File: src/rtl/rlpe_pkg.sv
`timescale 1ns / 1ps
// ----------------------------------------------------------------------------
// rlpe_pkg
// Shared types and constants of the rgb led pulse encoder.
// ----------------------------------------------------------------------------
package rlpe_pkg;

  localparam int unsigned ChanW   = 8;
  localparam int unsigned WordW   = 3 * ChanW;
  localparam int unsigned DurW    = 16;
  localparam int unsigned CfgIdxW = 2;
  localparam int unsigned CntW    = 6;

  localparam logic [DurW-1:0] ZERO_HIGH_CYCLES = 16'd35;
  localparam logic [DurW-1:0] ZERO_LOW_CYCLES  = 16'd80;
  localparam logic [DurW-1:0] ONE_HIGH_CYCLES  = 16'd70;
  localparam logic [DurW-1:0] ONE_LOW_CYCLES   = 16'd60;
  localparam logic [DurW-1:0] LATCH_CYCLES     = 16'd5100;

  // index of the final segment of a pixel
  localparam logic [CntW-1:0] LAST_SEG = CntW'(2 * WordW - 1);

  localparam logic MODE_PIXEL = 1'b0;
  localparam logic MODE_LATCH = 1'b1;

  localparam logic [CfgIdxW-1:0] CFG_BRIGHTNESS = 2'd0;
  localparam logic [CfgIdxW-1:0] CFG_ORDER      = 2'd1;

  localparam logic [1:0] ORDER_RGB = 2'd0;
  localparam logic [1:0] ORDER_GRB = 2'd1;
  localparam logic [1:0] ORDER_BRG = 2'd2;

  typedef struct packed {
    logic             mode;
    logic [WordW-1:0] word;
  } item_t;

  typedef struct packed {
    logic [ChanW-1:0] factor;
    logic [1:0]       order;
  } cfg_t;

endpackage

File: src/rtl/rlpe_front.sv
`timescale 1ns / 1ps
// ----------------------------------------------------------------------------
// rlpe_front
// Input register with brightness scaling and channel ordering.
// ----------------------------------------------------------------------------
module rlpe_front (
  input  logic                          clk_i,
  input  logic                          rst_ni,
  input  logic                          in_valid_i,
  output logic                          in_ready_o,
  input  logic                          mode_i,
  input  logic [rlpe_pkg::ChanW-1:0]    red_i,
  input  logic [rlpe_pkg::ChanW-1:0]    green_i,
  input  logic [rlpe_pkg::ChanW-1:0]    blue_i,
  input  rlpe_pkg::cfg_t                cfg_i,
  output logic                          item_valid_o,
  input  logic                          item_ready_i,
  output rlpe_pkg::item_t               item_o
);
  import rlpe_pkg::*;

  logic             full_q, full_d;
  logic             mode_q;
  logic [ChanW-1:0] red_q, green_q, blue_q;
  logic [ChanW-1:0] red_s, green_s, blue_s;
  logic             take;

  function automatic logic [ChanW-1:0] scale(input logic [ChanW-1:0] c,
                                             input logic [ChanW-1:0] f);
    logic [2*ChanW-1:0] p;
    p = (2*ChanW)'(c) * (2*ChanW)'(f);
    if (f == '0) begin
      return c;
    end
    return p[2*ChanW-1:ChanW];
  endfunction

  assign take       = in_valid_i && in_ready_o;
  assign in_ready_o = !full_q || item_ready_i;

  always_comb begin
    full_d = full_q;
    if (item_ready_i) begin
      full_d = 1'b0;
    end
    if (take) begin
      full_d = 1'b1;
    end
  end

  always_ff @(posedge clk_i or negedge rst_ni) begin
    if (!rst_ni) begin
      full_q <= 1'b0;
    end else begin
      full_q <= full_d;
    end
  end

  always_ff @(posedge clk_i) begin
    if (take) begin
      mode_q  <= mode_i;
      red_q   <= red_i;
      green_q <= green_i;
      blue_q  <= blue_i;
    end
  end

  assign red_s   = scale(red_q, cfg_i.factor);
  assign green_s = scale(green_q, cfg_i.factor);
  assign blue_s  = scale(blue_q, cfg_i.factor);

  always_comb begin
    item_o.mode = mode_q;
    case (cfg_i.order)
      ORDER_GRB: item_o.word = {green_s, red_s, blue_s};
      ORDER_BRG: item_o.word = {blue_s, red_s, green_s};
      default:   item_o.word = {red_s, green_s, blue_s};
    endcase
  end

  assign item_valid_o = full_q;

endmodule

File: src/rtl/rlpe_serializer.sv
`timescale 1ns / 1ps
// ----------------------------------------------------------------------------
// rlpe_serializer
// Turns one pixel or latch into its sequence of line segments.
// ----------------------------------------------------------------------------
module rlpe_serializer (
  input  logic                        clk_i,
  input  logic                        rst_ni,
  input  logic                        item_valid_i,
  output logic                        item_ready_o,
  input  rlpe_pkg::item_t             item_i,
  output logic                        out_valid_o,
  input  logic                        out_ready_i,
  output logic                        line_level_o,
  output logic [rlpe_pkg::DurW-1:0]   duration_cycles_o,
  output logic                        last_o
);
  import rlpe_pkg::*;

  logic             busy_q, busy_d;
  logic             mode_q;
  logic [WordW-1:0] word_q;
  logic [CntW-1:0]  cnt_q;
  logic             bit_one;
  logic             done;

  assign bit_one      = word_q[WordW-1];
  assign out_valid_o  = busy_q;
  // even count is the high half of a bit
  assign line_level_o = (mode_q == MODE_PIXEL) && !cnt_q[0];
  assign last_o       = (mode_q == MODE_LATCH) || (cnt_q == LAST_SEG);

  always_comb begin
    if (mode_q == MODE_LATCH) begin
      duration_cycles_o = LATCH_CYCLES;
    end else if (!cnt_q[0]) begin
      duration_cycles_o = bit_one ? ONE_HIGH_CYCLES : ZERO_HIGH_CYCLES;
    end else begin
      duration_cycles_o = bit_one ? ONE_LOW_CYCLES : ZERO_LOW_CYCLES;
    end
  end

  assign done         = out_ready_i && last_o;
  assign item_ready_o = !busy_q || done;

  always_comb begin
    busy_d = busy_q;
    if (item_ready_o) begin
      busy_d = item_valid_i;
    end
  end

  always_ff @(posedge clk_i or negedge rst_ni) begin
    if (!rst_ni) begin
      busy_q <= 1'b0;
      cnt_q  <= '0;
    end else begin
      busy_q <= busy_d;
      if (item_ready_o) begin
        cnt_q <= '0;
      end else if (out_ready_i) begin
        cnt_q <= cnt_q + 1'b1;
      end
    end
  end

  always_ff @(posedge clk_i) begin
    if (item_ready_o && item_valid_i) begin
      mode_q <= item_i.mode;
      word_q <= item_i.word;
    end else if (busy_q && out_ready_i && cnt_q[0]) begin
      // low half done, move to next bit
      word_q <= {word_q[WordW-2:0], 1'b0};
    end
  end

endmodule

File: src/rtl/rgb_led_pulse_encoder.sv
`timescale 1ns / 1ps
// ----------------------------------------------------------------------------
// rgb_led_pulse_encoder
// Serial pulse encoder for a chain of rgb leds on one data line.
//
//   channel  direction  handshake              word
//   in       input      in_valid / in_ready    mode, red, green, blue
//   out      output     out_valid / out_ready  line_level, duration_cycles, last
//   cfg      input      cfg_valid / cfg_ready  cfg_index, cfg_data
//
// an input word is held in the front register, where it is scaled and
// ordered; the serializer then hands out one segment per out handshake:
// 48 segments per pixel and 1 per latch. the front register takes the next
// word while the serializer is busy. reset clears the valid flags and both
// configuration registers.
// ----------------------------------------------------------------------------
module rgb_led_pulse_encoder (
  input  logic                          clk_i,
  input  logic                          rst_ni,
  input  logic                          in_valid_i,
  output logic                          in_ready_o,
  input  logic                          mode_i,
  input  logic [rlpe_pkg::ChanW-1:0]    red_i,
  input  logic [rlpe_pkg::ChanW-1:0]    green_i,
  input  logic [rlpe_pkg::ChanW-1:0]    blue_i,
  output logic                          out_valid_o,
  input  logic                          out_ready_i,
  output logic                          line_level_o,
  output logic [rlpe_pkg::DurW-1:0]     duration_cycles_o,
  output logic                          last_o,
  input  logic                          cfg_valid_i,
  output logic                          cfg_ready_o,
  input  logic [rlpe_pkg::CfgIdxW-1:0]  cfg_index_i,
  input  logic [rlpe_pkg::ChanW-1:0]    cfg_data_i
);
  import rlpe_pkg::*;

  cfg_t  cfg_q;
  item_t item;
  logic  item_valid, item_ready;

  assign cfg_ready_o = 1'b1;

  always_ff @(posedge clk_i or negedge rst_ni) begin
    if (!rst_ni) begin
      cfg_q <= '0;
    end else if (cfg_valid_i) begin
      unique case (cfg_index_i)
        CFG_BRIGHTNESS: cfg_q.factor <= cfg_data_i;
        CFG_ORDER:      cfg_q.order  <= cfg_data_i[1:0];
        default: ;
      endcase
    end
  end

  rlpe_front u_front (
    .clk_i        (clk_i),
    .rst_ni       (rst_ni),
    .in_valid_i   (in_valid_i),
    .in_ready_o   (in_ready_o),
    .mode_i       (mode_i),
    .red_i        (red_i),
    .green_i      (green_i),
    .blue_i       (blue_i),
    .cfg_i        (cfg_q),
    .item_valid_o (item_valid),
    .item_ready_i (item_ready),
    .item_o       (item)
  );

  rlpe_serializer u_ser (
    .clk_i             (clk_i),
    .rst_ni            (rst_ni),
    .item_valid_i      (item_valid),
    .item_ready_o      (item_ready),
    .item_i            (item),
    .out_valid_o       (out_valid_o),
    .out_ready_i       (out_ready_i),
    .line_level_o      (line_level_o),
    .duration_cycles_o (duration_cycles_o),
    .last_o            (last_o)
  );

endmodule

File: config.mk
export PLATFORM = sky130hd
export DESIGN_NAME = rgb_led_pulse_encoder
export DESIGN_NICKNAME = d
export VERILOG_FILES = /design/src/rtl/rlpe_pkg.sv /design/src/rtl/rlpe_front.sv /design/src/rtl/rlpe_serializer.sv /design/src/rtl/rgb_led_pulse_encoder.sv
export SDC_FILE = /design/constraint.sdc
export NUM_CORES = 1
export LEC_CHECK = 0
export ABC_AREA = 1
export BUFFER_PORTS_ARGS = -buffer_cell sky130_fd_sc_hd__buf_4
export CAP_MARGIN = 20
export CORE_AREA = 10 10 126 174
export CTS_BUF_LIST = sky130_fd_sc_hd__clkbuf_16
export DETAILED_ROUTE_END_ITERATION = 8
export DIE_AREA = 0 0 136 184
export PLACE_DENSITY_LB_ADDON = 0.12
export SLEW_MARGIN = 10
export SYNTH_ARGS = -nofsm -noshare
export SYNTH_HDL_FRONTEND = slang
export SYNTH_HIERARCHICAL = 1
export SYNTH_SLANG_ARGS = --single-unit
export TNS_END_PERCENT = 100
File: constraint.sdc
create_clock -name clk_i -period 5 [get_ports clk_i]
set_clock_uncertainty 0.15 [all_clocks]
set_input_delay 0.5 -clock clk_i [delete_from_list [all_inputs] [get_ports clk_i]]
set_output_delay 0.5 -clock clk_i [all_outputs]
set_load 0.05 [all_outputs]
### Word level (Yosys, flattened, before mapping)

Index checks and enable logic that the tools add are counted.

* output and inout bits: 21
* flip-flop bits (word level): 68
* bits of input ports: 40

* $mul: 3
* bitwise operators: 1
* eq/ne operators: 4
* muxes and demuxes: 18
* $add $sub $neg: 1
* reduce and logical (&&, ||, !) cells: 19

Operator list (number)
* $mul 8x8->16: 3
* $mux 24: 2
* $mux 8: 6
* $pmux 24 s2: 1
* $mux 16: 2
* $mux 7: 2
* $mux 6: 2
* $logic_not 8->1: 1
* $add 6x1->6 const B: 1
* $eq 6x6->1 const B: 1
* $logic_and 1x1->1: 6
* $reduce_bool 2->1: 3
* $eq 2x1->1 const B: 2
* $reduce_and 2->1: 2
* $logic_not 1->1: 3
* $logic_or 1x1->1: 3
* $mux 1: 3
* $eq 2x2->1 const B: 1
* $logic_not 2->1: 1
* $not 1->1: 1

### Longest topological paths before layout

Gate-level depths: netlist of run 1.

* depth after elaboration: 7
* gate-level depth with buffers: 26

### By module

Netlist of run 1, hierarchy kept.

By module, submodules not included
* rlpe_front: sequential area each 775.7 um2, area an instance 8081.5 um2, times used 1, cells each 1176
* rlpe_serializer: sequential area each 925.9 um2, area an instance 1615.3 um2, times used 1, cells each 167
* rgb_led_pulse_encoder: sequential area each 250.2 um2, area an instance 431.7 um2, times used 1, cells each 47

### Worst setup path after synthesis of run 1

No wires, ideal clock.

* kind: register to register
* start: register cfg_q[5] in the netlist's numbering
* end: register u_ser.word_q[17] (data pin)
* setup slack: 458 ps
* setup time: 253 ps
* cell stages (with the launch flop): 21
* arrival time: 4139 ps
* cells stage by stage: dfrtp_1 -> clkbuf_1 -> clkbuf_1 -> nand2_1 -> inv_1 -> fa_1 -> fa_1 -> fa_1 -> inv_1 -> fa_1 -> inv_1 -> ha_1 -> a21oi_1 -> o21ai_0 -> a21oi_1 -> xor2_1 -> nand2_1 -> nand3_1 -> nand3_1 -> nand3_1 -> nand2_1

RTL lines
* start, declared: line rgb_led_pulse_encoder.sv:38 `cfg_t cfg_q;`
* end signal, assigned: line rlpe_serializer.sv:70 `word_q <= item_i.word;`
* end signal, assigned: line rlpe_serializer.sv:73 `word_q <= {word_q[WordW-2:0], 1'b0};`
* end, declared: line rlpe_serializer.sv:22 `logic [WordW-1:0] word_q;`

==> results of run 1 <==
## cells by family (layout without fill, tap and decap cells)
| group | after synthesis | after routing |
|---|---|---|
| flip-flops | 68 | 68 |
| adder cells (fa/ha/maj) | 209 | 209 |
| other | 2 | 6 |
| multiplexers | 1 | 1 |
| AO/OA/AOI/OAI | 68 | 68 |
| buffers and inverters | 389 | 461 |
| AND/OR/NAND/NOR | 640 | 640 |
| XOR/XNOR | 13 | 13 |
## per-stage QoR
step	util, %	setup WS [ps]
after detailed placement	59.5	216
after global routing	62.0	4.92
final	62.0	244
after global placement	59.5	254
after floorplan	-	458
after CTS	61.2	214
## synthesized netlist by cell type
master      n  area, µm²
o21bai_2    1       11.3
conb_1      2       7.51
or2_0       1       6.26
ha_1      104       1300
nand2_1   418       1570
xor2_1      6       52.6
nand2_2     1       6.26
o21ai_1     2       10.0
clkbuf_1   43        161
o21ai_0    19       95.1
nor2_1     46        173
nor2_4      1       11.3
nor2_2      1       6.26
or2_1      23        144
and2_1      1       6.26
nor3_1      2       10.0
inv_2       1       3.75
inv_1     313       1170
nand3_1   122        611
o211ai_1    1       7.51
nor3_2      1       10.0
nand2_4     3       33.8
nor4_1      5       31.3
a21oi_1    40        200
nand4_1     7       43.8
buf_6       4       45.0
fa_1      105       2100
dfrtp_1    18        450
o21a_1      5       37.5
xnor2_1     7       61.3
nand3b_1    6       45.0
buf_1       3       11.3
buf_2       4       20.0
clkbuf_2    5       25.0
edfxtp_1   50       1500
buf_4      16        120
or2_2       2       12.5
mux2i_1     1       10.0
## critical path, cell delays in order (launching register included)
cell     delay [ps]
dfrtp_1         410
buf_12          170
nand2_1          60
inv_1            50
fa_1            500
fa_1            500
fa_1            490
inv_1            50
fa_1            470
inv_1            40
ha_1            340
nand2_1         110
o21ai_0         290
a21oi_1         140
nand2_1          80
nand2_1          40
nand2_1         120
nand2_1         110
nand3_1         130
nand3_1          90
nand3_1          90
nand2_1          70
## layout make-up
| cell class | instances | area, µm² |
|---|---|---|
| Clock buffer | 10 | 250 |
| Clock inverter | 6 | 53.8 |
| Fill cell | 1753 | 7040 |
| Inverter | 314 | 1180 |
| Multi-Input combinational cell | 937 | 6660 |
| Sequential cell | 68 | 1950 |
| Tap cell | 244 | 305 |
| Timing Repair Buffer | 131 | 1080 |
## repair_timing
item	in CTS	in global routing
resized for setup	0	4
endpoints found under the setup margin	0	9
hold buffers	1	0
hold endpoints to repair	18	0
buffers inserted	0	13
## routing by layer
layer	up-vias	global-route usage (%)	part of all wire (%)
met5	-	0	0
met2	233	40.4	52
li1	4314	-	-
met4	0	8.33	2.8
met1	4186	25.6	40
met3	45	3.15	5.2
## path summary, 6_finish.rpt
kind / start / to / slack [ps] / cells after the start
worst max-delay path: cfg_q[4] / u_ser/word_q[23] / 240 / 21
worst min-delay path: red_i[6] / u_front/red_q[6] / 180 / 1
worst max register to register: cfg_q[4] / u_ser/word_q[23] / 240 / 21
worst min register to register: u_front/mode_q / u_ser/mode_q / 320 / 0
max in group asynchronous: rst_ni / cfg_q[4] / 4070 / 2
min in group asynchronous: rst_ni / u_ser/cnt_q[5] / 420 / 2
## power by group through the flow
stage	registers [µW]	logic [µW]	clock network (µW)
global route	1030	6440	691
detailed placement	1040	5540	0
global placement	1030	5450	0
finish	1010	5650	652
floorplan	937	3840	0
CTS	1030	5570	666
## placed cells by master, fill, tap and decap left out, types with 2 or more instances in the layout
| cell | synthesis | layout |
|---|---|---|
| nand2_1 | 418 | 418 |
| inv_1 | 313 | 313 |
| nand3_1 | 122 | 122 |
| buf_4 | 16 | 121 |
| fa_1 | 105 | 105 |
| ha_1 | 104 | 103 |
| edfxtp_1 | 50 | 50 |
| nor2_1 | 46 | 46 |
| a21oi_1 | 40 | 38 |
| or2_1 | 23 | 23 |
| dfrtp_1 | 18 | 18 |
| o21ai_0 | 19 | 18 |
| clkbuf_16 | 0 | 10 |
| nand4_1 | 7 | 7 |
| buf_12 | 0 | 7 |
| xnor2_1 | 7 | 7 |
| conb_1 | 2 | 6 |
| nand3b_1 | 6 | 6 |
| xor2_1 | 6 | 6 |
| nor4_1 | 5 | 5 |
| o21a_1 | 5 | 5 |
| nand2_4 | 3 | 3 |
| o21ai_1 | 2 | 3 |
| clkinv_4 | 0 | 2 |
| inv_6 | 0 | 2 |
| nor3_2 | 1 | 2 |
| or2_2 | 2 | 2 |
## state kept, by name, indices dropped and copies added, names as in the netlist
register and flops:
u_front/red_q 8, u_ser/mode_q 1, u_ser/word_q 24, u_front/mode_q 1, cfg_q 10, u_front/green_q 8
u_front/item_valid_o 1, u_ser/out_valid_o 1, u_ser/cnt_q 6, u_front/blue_q 8
==> impl_metrics.yaml, run 1 <==
power_and_ir_drop:
  p_clk_share_pct: 8.9
  p_per_area_nw_per_um2: 637
  p_comb_share_pct: 77.2
  vdd_ir_drop_max_mv: 0.324
  finalPower_uw: 7310
  p_leak_uw: 0.00701
  p_sw_uw: 3830
  internal_power_uw: 3480
  p_seq_share_pct: 13.9
  switching_share_pct: 52.4
placed_design:
  dp_hpwl_um: 21400
  gp_congestion: 0.934
  port_buffers: 54
  dpl.cell_count: 1678
  place_area_um2: 11000
grt:
  grt_usage_pct: 22.2
  grt-ovfl-total: 0
  grt_pass1_vias: 9163
  grt_max_degree: 39
  antenna_found_initial: 0
  grt_pass1_wl_um: 44400
route:
  drc: 0
  ant_nets: 0
  dr.pass1.iters: 5
  via_count: 8778
  wl_per_cell_um: 15.5
  viasPerCell: 5.13
  drt_iter0_drc: 610
  routed_wl_um: 26500
floorplanning:
  coreArea_um2: 18500
  die_width_um: 136
  die-area_um2: 25000
  rows: 59
  ios: 61
  die_h_um: 184
  start_util_pct: 54.7
timing:
  worst_slew_pin_slew_ps: 1040
  whs_ps: 176
  fin_crit_sh_pct: 95.1
  clock.fmax_mhz: 210
  slew_violations: 0
  final-hold-violation-count: 0
  slew_headroom_pct: 30.7
  period_minus_slack_ps: 4760
  setup_viol: 0
  final.setup.tns_ps: 0
  rsz0062_at_grt: "no"
logic_synthesis:
  synth_area_um2: 10100
  synth_simple_gate_area_share_pct: 26.8
  synth.avg_cell_area_um2: 7.29
  synth_cell_types: 38
  synth_compound_area_share_pct: 3.57
  synth_seq_area_share_pct: 19.3
  synth-seq-cells: 68
  synthCells: 1390
  synthXorXnorAreaFrac_pct: 1.12
  synth_mux_area_share_pct: 0.0988
  synth_top_family_by_area: "adder cells"
  yosysWarnings: 6
  synth_fa_ha_area_share_pct: 33.6
layout:
  final_area_um2: 11500
  drive_gt1_share_pct: 11.0
  areaGrowthSynthToFinish_pct: 13.4
  final_cells: 1710
  nets: 1710
  diodes: 0
outcome:
  outcome: "finished clean"
clocking:
  numCtsBuffers: 9
  cts_buffer_depth: 2
  insertion_delay_ps: 340
  cts_tree: "built"
  h-tree-depth: 3
  cts_sinks: 68
  clk_pin_slew_worst_paths_ps: 70
  cts_root_buf: "clkbuf_16"
worst_setup_path:
  crit_arrival_ps: 4710
  cp_max_fo: 15
  path_class: "register to register"
  start_kind: "register"
  end_kind: "register"
  required_ps: 4950
worst_hold_path:
  hold_class: "input port to register"
job:
  max_cap_violations: 0
No activity file was read; power rests on OpenSTA's default activity.
==> run 2: changes to the inputs <==
- CORE_AREA: 10 10 126 174 -> 10 10 135 162
- DIE_AREA: 0 0 136 184 -> 0 0 145 172
- clock period: 5 -> 6.03 ns (I/O delays scaled with it)
==> run 2 against run 1 <==
  * Sequential share of layout area is 0.90 points higher
  * Total power decreased by 23%
  * Combinational power down 27%
  * Routed wire length down 4.4%
  * Critical path type unchanged
  * Largest power group unchanged
==> impl_metrics.yaml, run 2 (synthesis gave the netlist of run 1 again) <==
outcome:
  outcome: "finished clean"
power_and_ir_drop:
  p_clk_share_pct: 10.2
  p_seq_share_pct: 16.3
  vdd_ir_drop_max_mv: 0.296
  p_leak_uw: 0.00667
  internal_power_uw: 2520
  p_sw_uw: 3130
  switching_share_pct: 55.4
  p_comb_share_pct: 73.5
  p_per_area_nw_per_um2: 518
worst_hold_path:
  hold_path_depth: 1
  hold_class: "input port to register"
worst_setup_path:
  slowest_delay_ps: 1030
  path_cells: "nand2_1 > inv_1 > fa_1 > fa_1 > fa_1 > inv_1 > fa_1 > inv_1 > ha_1 > a21oi_1 > o21ai_0 > a21oi_1 > nand3b_1 > nand2_1 > nand2_1 > nand3_1 > nand3_1 > nand3_1 > nand2_1"
  cp_max_fo: 26
  worst-r2r-setup-slack_ps: 690
  slowest_stage: "dfrtp_1"
  crit_arrival_ps: 5290
  start_kind: "register"
  path_class: "register to register"
  worstRegToRegCells: 19
  end_kind: "register"
  required_ps: 5980
route:
  wl_per_cell_um: 15.3
  routed_wl_um: 25300
  drt_iter0_drc: 734
  drc: 0
  viasPerCell: 5.19
  dr.pass1.iters: 5
  ant_nets: 0
  via_count: 8579
timing:
  slew_violations: 0
  clock.fmax_mhz: 187
  setup_viol: 0
  setup_ws_ps: 686
  worst_slew_pin_slew_ps: 1050
  final-hold-violation-count: 0
  final.setup.tns_ps: 0
  rsz0062_at_grt: "no"
  fin_crit_sh_pct: 88.6
  period_minus_slack_ps: 5340
  slew_headroom_pct: 30.0
placed_design:
  port_buffers: 54
  dp_hpwl_um: 19600
  dp_slack_ps: 717
  gp_congestion: 0.950
floorplanning:
  coreArea_um2: 18600
  die_h_um: 172
  rows: 55
  die_width_um: 145
  die-area_um2: 24900
  ios: 61
  start_util_pct: 54.3
layout:
  post-route-util_pct: 58.5
  diodes: 0
  mostFrequentLayoutCells: "nand2_1, inv_1, nand3_1"
  fill_cells: 1799
  seq_area_um2: 1950
  drive_gt1_share_pct: 6.37
  largest_reg_flops: 24
  regMostFlops: "u_ser/word_q"
  nets: 1642
  areaGrowthSynthToFinish_pct: 7.68
  layout_commonest_cell: "nand2_1"
  multi_input_area_um2: 6640
  reg_top3: "u_ser/word_q x24, cfg_q x10"
grt:
  grt_pass1_wl_um: 42500
  grt_usage_pct: 20.8
  grt_pass1_vias: 8652
  grt-ovfl-total: 0
  antenna_found_initial: 0
  grt_max_degree: 44
clocking:
  h-tree-depth: 3
  cts_sinks: 68
  clk_pin_slew_worst_paths_ps: 70
  cts_buffer_depth: 2
  insertion_delay_ps: 350
  cts_root_buf: "clkbuf_16"
  cts_tree: "built"
  numCtsBuffers: 9
job:
  max_cap_violations: 0
run 2: cell count changes in the layout (fill, tap and decap cells not counted), sizes merged:
cell | previous run | this run
clkinvlp | 1 | 0
inv | 317 | 315
bufinv | 0 | 1
buf | 130 | 62
clkinv | 2 | 4
run 2: final timing paths:
| path | start | endpoint |
|---|---|---|
| worst max-delay path | cfg_q[5] | u_ser/word_q[22] |
| worst min-delay path | red_i[3] | u_front/red_q[3] |
| worst max register to register | cfg_q[5] | u_ser/word_q[22] |
| worst min register to register | u_front/mode_q | u_ser/mode_q |
| max in group asynchronous | rst_ni | cfg_q[6] |
| min in group asynchronous | rst_ni | cfg_q[5] |
run 2: critical path: cells and delay by family (launching register included):
kind                       cells  cell delay, ps
adders and majority gates      5            2250
and+or+nand+nor                8             870
DFF                            1            1030
buffers and inverters          3             210
AOI/OAI and AO/OA              3             580
run 2: through the flow:
step           area [µm²]  total power [µW]  hold slack, ps  cells
2_1_floorplan       10100              3960             157   1394
6_report            10900              5650             270   1654
3_3_place_gp        10600              4940             263   1636
3_5_place_dp        10600              4990             261   1636
4_1_cts             10900              5600             266   1653
5_1_grt             10900              6290             272   1654
run 2: power groups by stage:
| stage | logic [µW] | registers [µW] | clock network, µW |
|---|---|---|---|
| after floorplan | 3180 | 777 | 0 |
| after global placement | 4020 | 928 | 0 |
| after detailed placement | 4060 | 931 | 0 |
| after CTS | 4090 | 923 | 586 |
| after global routing | 4740 | 940 | 606 |
| final | 4150 | 922 | 580 |
run 2: repair_timing:
item,CTS,global route
hold buffers,1,0
endpoints found under the hold margin,18,0
resized for setup,0,0
buffers inserted,0,0
run 2: layout make-up:
cell class / count / area share [%]
timing repair buffer: 63 / 4.54
sequential: 68 / 17.9
multi-input combinational: 937 / 60.9
tap: 256 / 2.94
clock inverter: 6 / 0.631
inverter: 314 / 10.8
clock buffer: 10 / 2.29
run 2: metal layers:
metal | wire [µm] | up-vias | track usage, %
met5 | 0 | - | 0
met4 | 700 | 0 | 7.65
met3 | 1440 | 55 | 3.71
met2 | 12300 | 284 | 35.6
met1 | 10900 | 4053 | 25.9
li1 | - | 4187 | -
==> run 3: changes to the inputs <==
- CELL_PAD_IN_SITES_DETAIL_PLACEMENT: unset -> 1
- CELL_PAD_IN_SITES_GLOBAL_PLACEMENT: unset -> 1
- CORE_AREA: 10 10 135 162 -> 10 10 141 169
- DIE_AREA: 0 0 145 172 -> 0 0 151 179
==> run 3 against run 2 <==
  * Final cell count is 0.91% higher
  * Utilization is 5.3 points lower
  * Sequential power is 2% higher
  * Clock power hardly changed
  * Non-clock buffer count is 1 higher
  * Final area is 0.41% higher
  * Via count is 1.5% higher
  * Critical path type unchanged
  * Critical endpoint unchanged
==> impl_metrics.yaml, run 3 (synthesis gave the netlist of run 1 again) <==
worst_setup_path:
  cp_max_fo: 21
  end_kind: "register"
  worst-r2r-setup-slack_ps: 580
  start_kind: "register"
  path_class: "register to register"
  required_ps: 5970
  crit_arrival_ps: 5390
grt:
  grt_pass1_wl_um: 48500
  grt_max_degree: 33
  grt_pass1_vias: 9529
  grt-ovfl-total: 0
  grt_usage_pct: 22.8
  antenna_found_initial: 0
layout:
  diodes: 0
  regMostFlops: "u_ser/word_q"
  areaGrowthSynthToFinish_pct: 8.13
  reg_top3: "u_ser/word_q x24, cfg_q x10"
  final_area_um2: 11000
  largest_reg_flops: 24
  layout_commonest_cell: "nand2_1"
  mostFrequentLayoutCells: "nand2_1, inv_1, nand3_1"
  drive_gt1_share_pct: 6.43
  nets: 1643
  fill_cells: 2669
floorplanning:
  die_width_um: 151
  die_h_um: 179
  coreArea_um2: 20600
  ios: 61
  rows: 58
  start_util_pct: 49.1
  die-area_um2: 27000
route:
  routed_wl_um: 29500
  via_count: 8706
  drt_iter0_drc: 559
  viasPerCell: 5.22
  ant_nets: 0
  wl_per_cell_um: 17.7
  dr.pass1.iters: 5
  drc: 0
clocking:
  cts_tree: "built"
  cts_root_buf: "clkbuf_16"
  clk_pin_slew_worst_paths_ps: 70
  insertion_delay_ps: 340
  cts_buffer_depth: 2
  numCtsBuffers: 9
  cts_sinks: 68
  cts.repair.resized: 0
  h-tree-depth: 3
outcome:
  outcome: "finished clean"
power_and_ir_drop:
  finalPower_uw: 5790
  vdd_ir_drop_max_mv: 0.292
  p_per_area_nw_per_um2: 529
  p_leak_uw: 0.00668
placed_design:
  port_buffers: 54
  dp_slack_ps: 617
  gp_congestion: 0.930
  place_area_um2: 10600
  dp_hpwl_um: 23000
timing:
  final-hold-violation-count: 0
  rsz0062_at_grt: "no"
  setup_ws_ps: 582
  slew_violations: 0
  final.setup.tns_ps: 0
  slew_headroom_pct: 27.5
  clock.fmax_mhz: 184
  fin_crit_sh_pct: 90.3
  period_minus_slack_ps: 5450
  worst_slew_pin_slew_ps: 1090
  setup_viol: 0
worst_hold_path:
  hold_class: "register to register"
job:
  max_cap_violations: 0
## run 3: path summary, 6_finish.rpt
kind	startpoint	endpoint	depth (start not counted)
min	u_front/mode_q	u_ser/mode_q	0
min reg2reg	u_front/mode_q	u_ser/mode_q	0
max in group asynchronous	rst_ni	cfg_q[2]	2
min in group asynchronous	rst_ni	u_ser/cnt_q[4]	2
max	cfg_q[8]	u_ser/word_q[22]	21
max reg2reg	cfg_q[8]	u_ser/word_q[22]	21
## run 3: routing by layer
| layer | track usage [%] | vias to the layer above | wire (µm) |
|---|---|---|---|
| met2 | 40.9 | 166 | 15300 |
| met5 | 0 | - | 0 |
| met3 | 3.18 | 35 | 1200 |
| met1 | 27.8 | 4326 | 12500 |
| li1 | - | 4179 | - |
| met4 | 5.94 | 0 | 504 |
## run 3: layout make-up
| type | instances | area (µm²) | share of cell area, % |
|---|---|---|---|
| Clock buffer | 10 | 250 | 2.28 |
| Clock inverter | 6 | 68.8 | 0.628 |
| Inverter | 314 | 1180 | 10.8 |
| Timing Repair Buffer | 64 | 523 | 4.78 |
| Multi-Input combinational cell | 937 | 6640 | 60.6 |
| Sequential cell | 68 | 1950 | 17.8 |
| Tap cell | 270 | 338 | 3.08 |
## run 3: critical path, cell delays in order (launching register included)
cell     delay (ps)
dfrtp_1        1010
buf_4           290
nand2_1          60
inv_1            90
fa_1            440
fa_1            470
fa_1            500
inv_1            50
fa_1            480
inv_1            40
ha_1            370
nand2_1         130
o21ai_0         270
a21oi_1         130
nand2_1          90
nand2_1          50
nand2_1         130
nand2_1          90
nand3_1         100
nand3_1          80
nand3_1          80
nand2_1          70
## run 3: repair_timing
| action | in CTS | in global routing |
|---|---|---|
| endpoints found under the hold margin | 18 | 0 |
| setup endpoints to repair | 0 | 0 |
| buffers inserted | 0 | 0 |
| hold buffers | 1 | 0 |
## run 3: where the power goes
| group | total (µW) | switching, µW | internal (µW) |
|---|---|---|---|
| clock network | 580 | 231 | 349 |
| logic | 4270 | 2790 | 1480 |
| registers | 939 | 221 | 718 |
## run 3: through the flow
step / hold slack (ps) / util [%] / std cells
floorplan: 157 / - / 1394
global placement: 259 / 51.3 / 1650
detailed placement: 268 / 51.3 / 1650
CTS: 271 / 52.9 / 1667
global route: 273 / 53.1 / 1669
finish: 278 / 53.1 / 1669
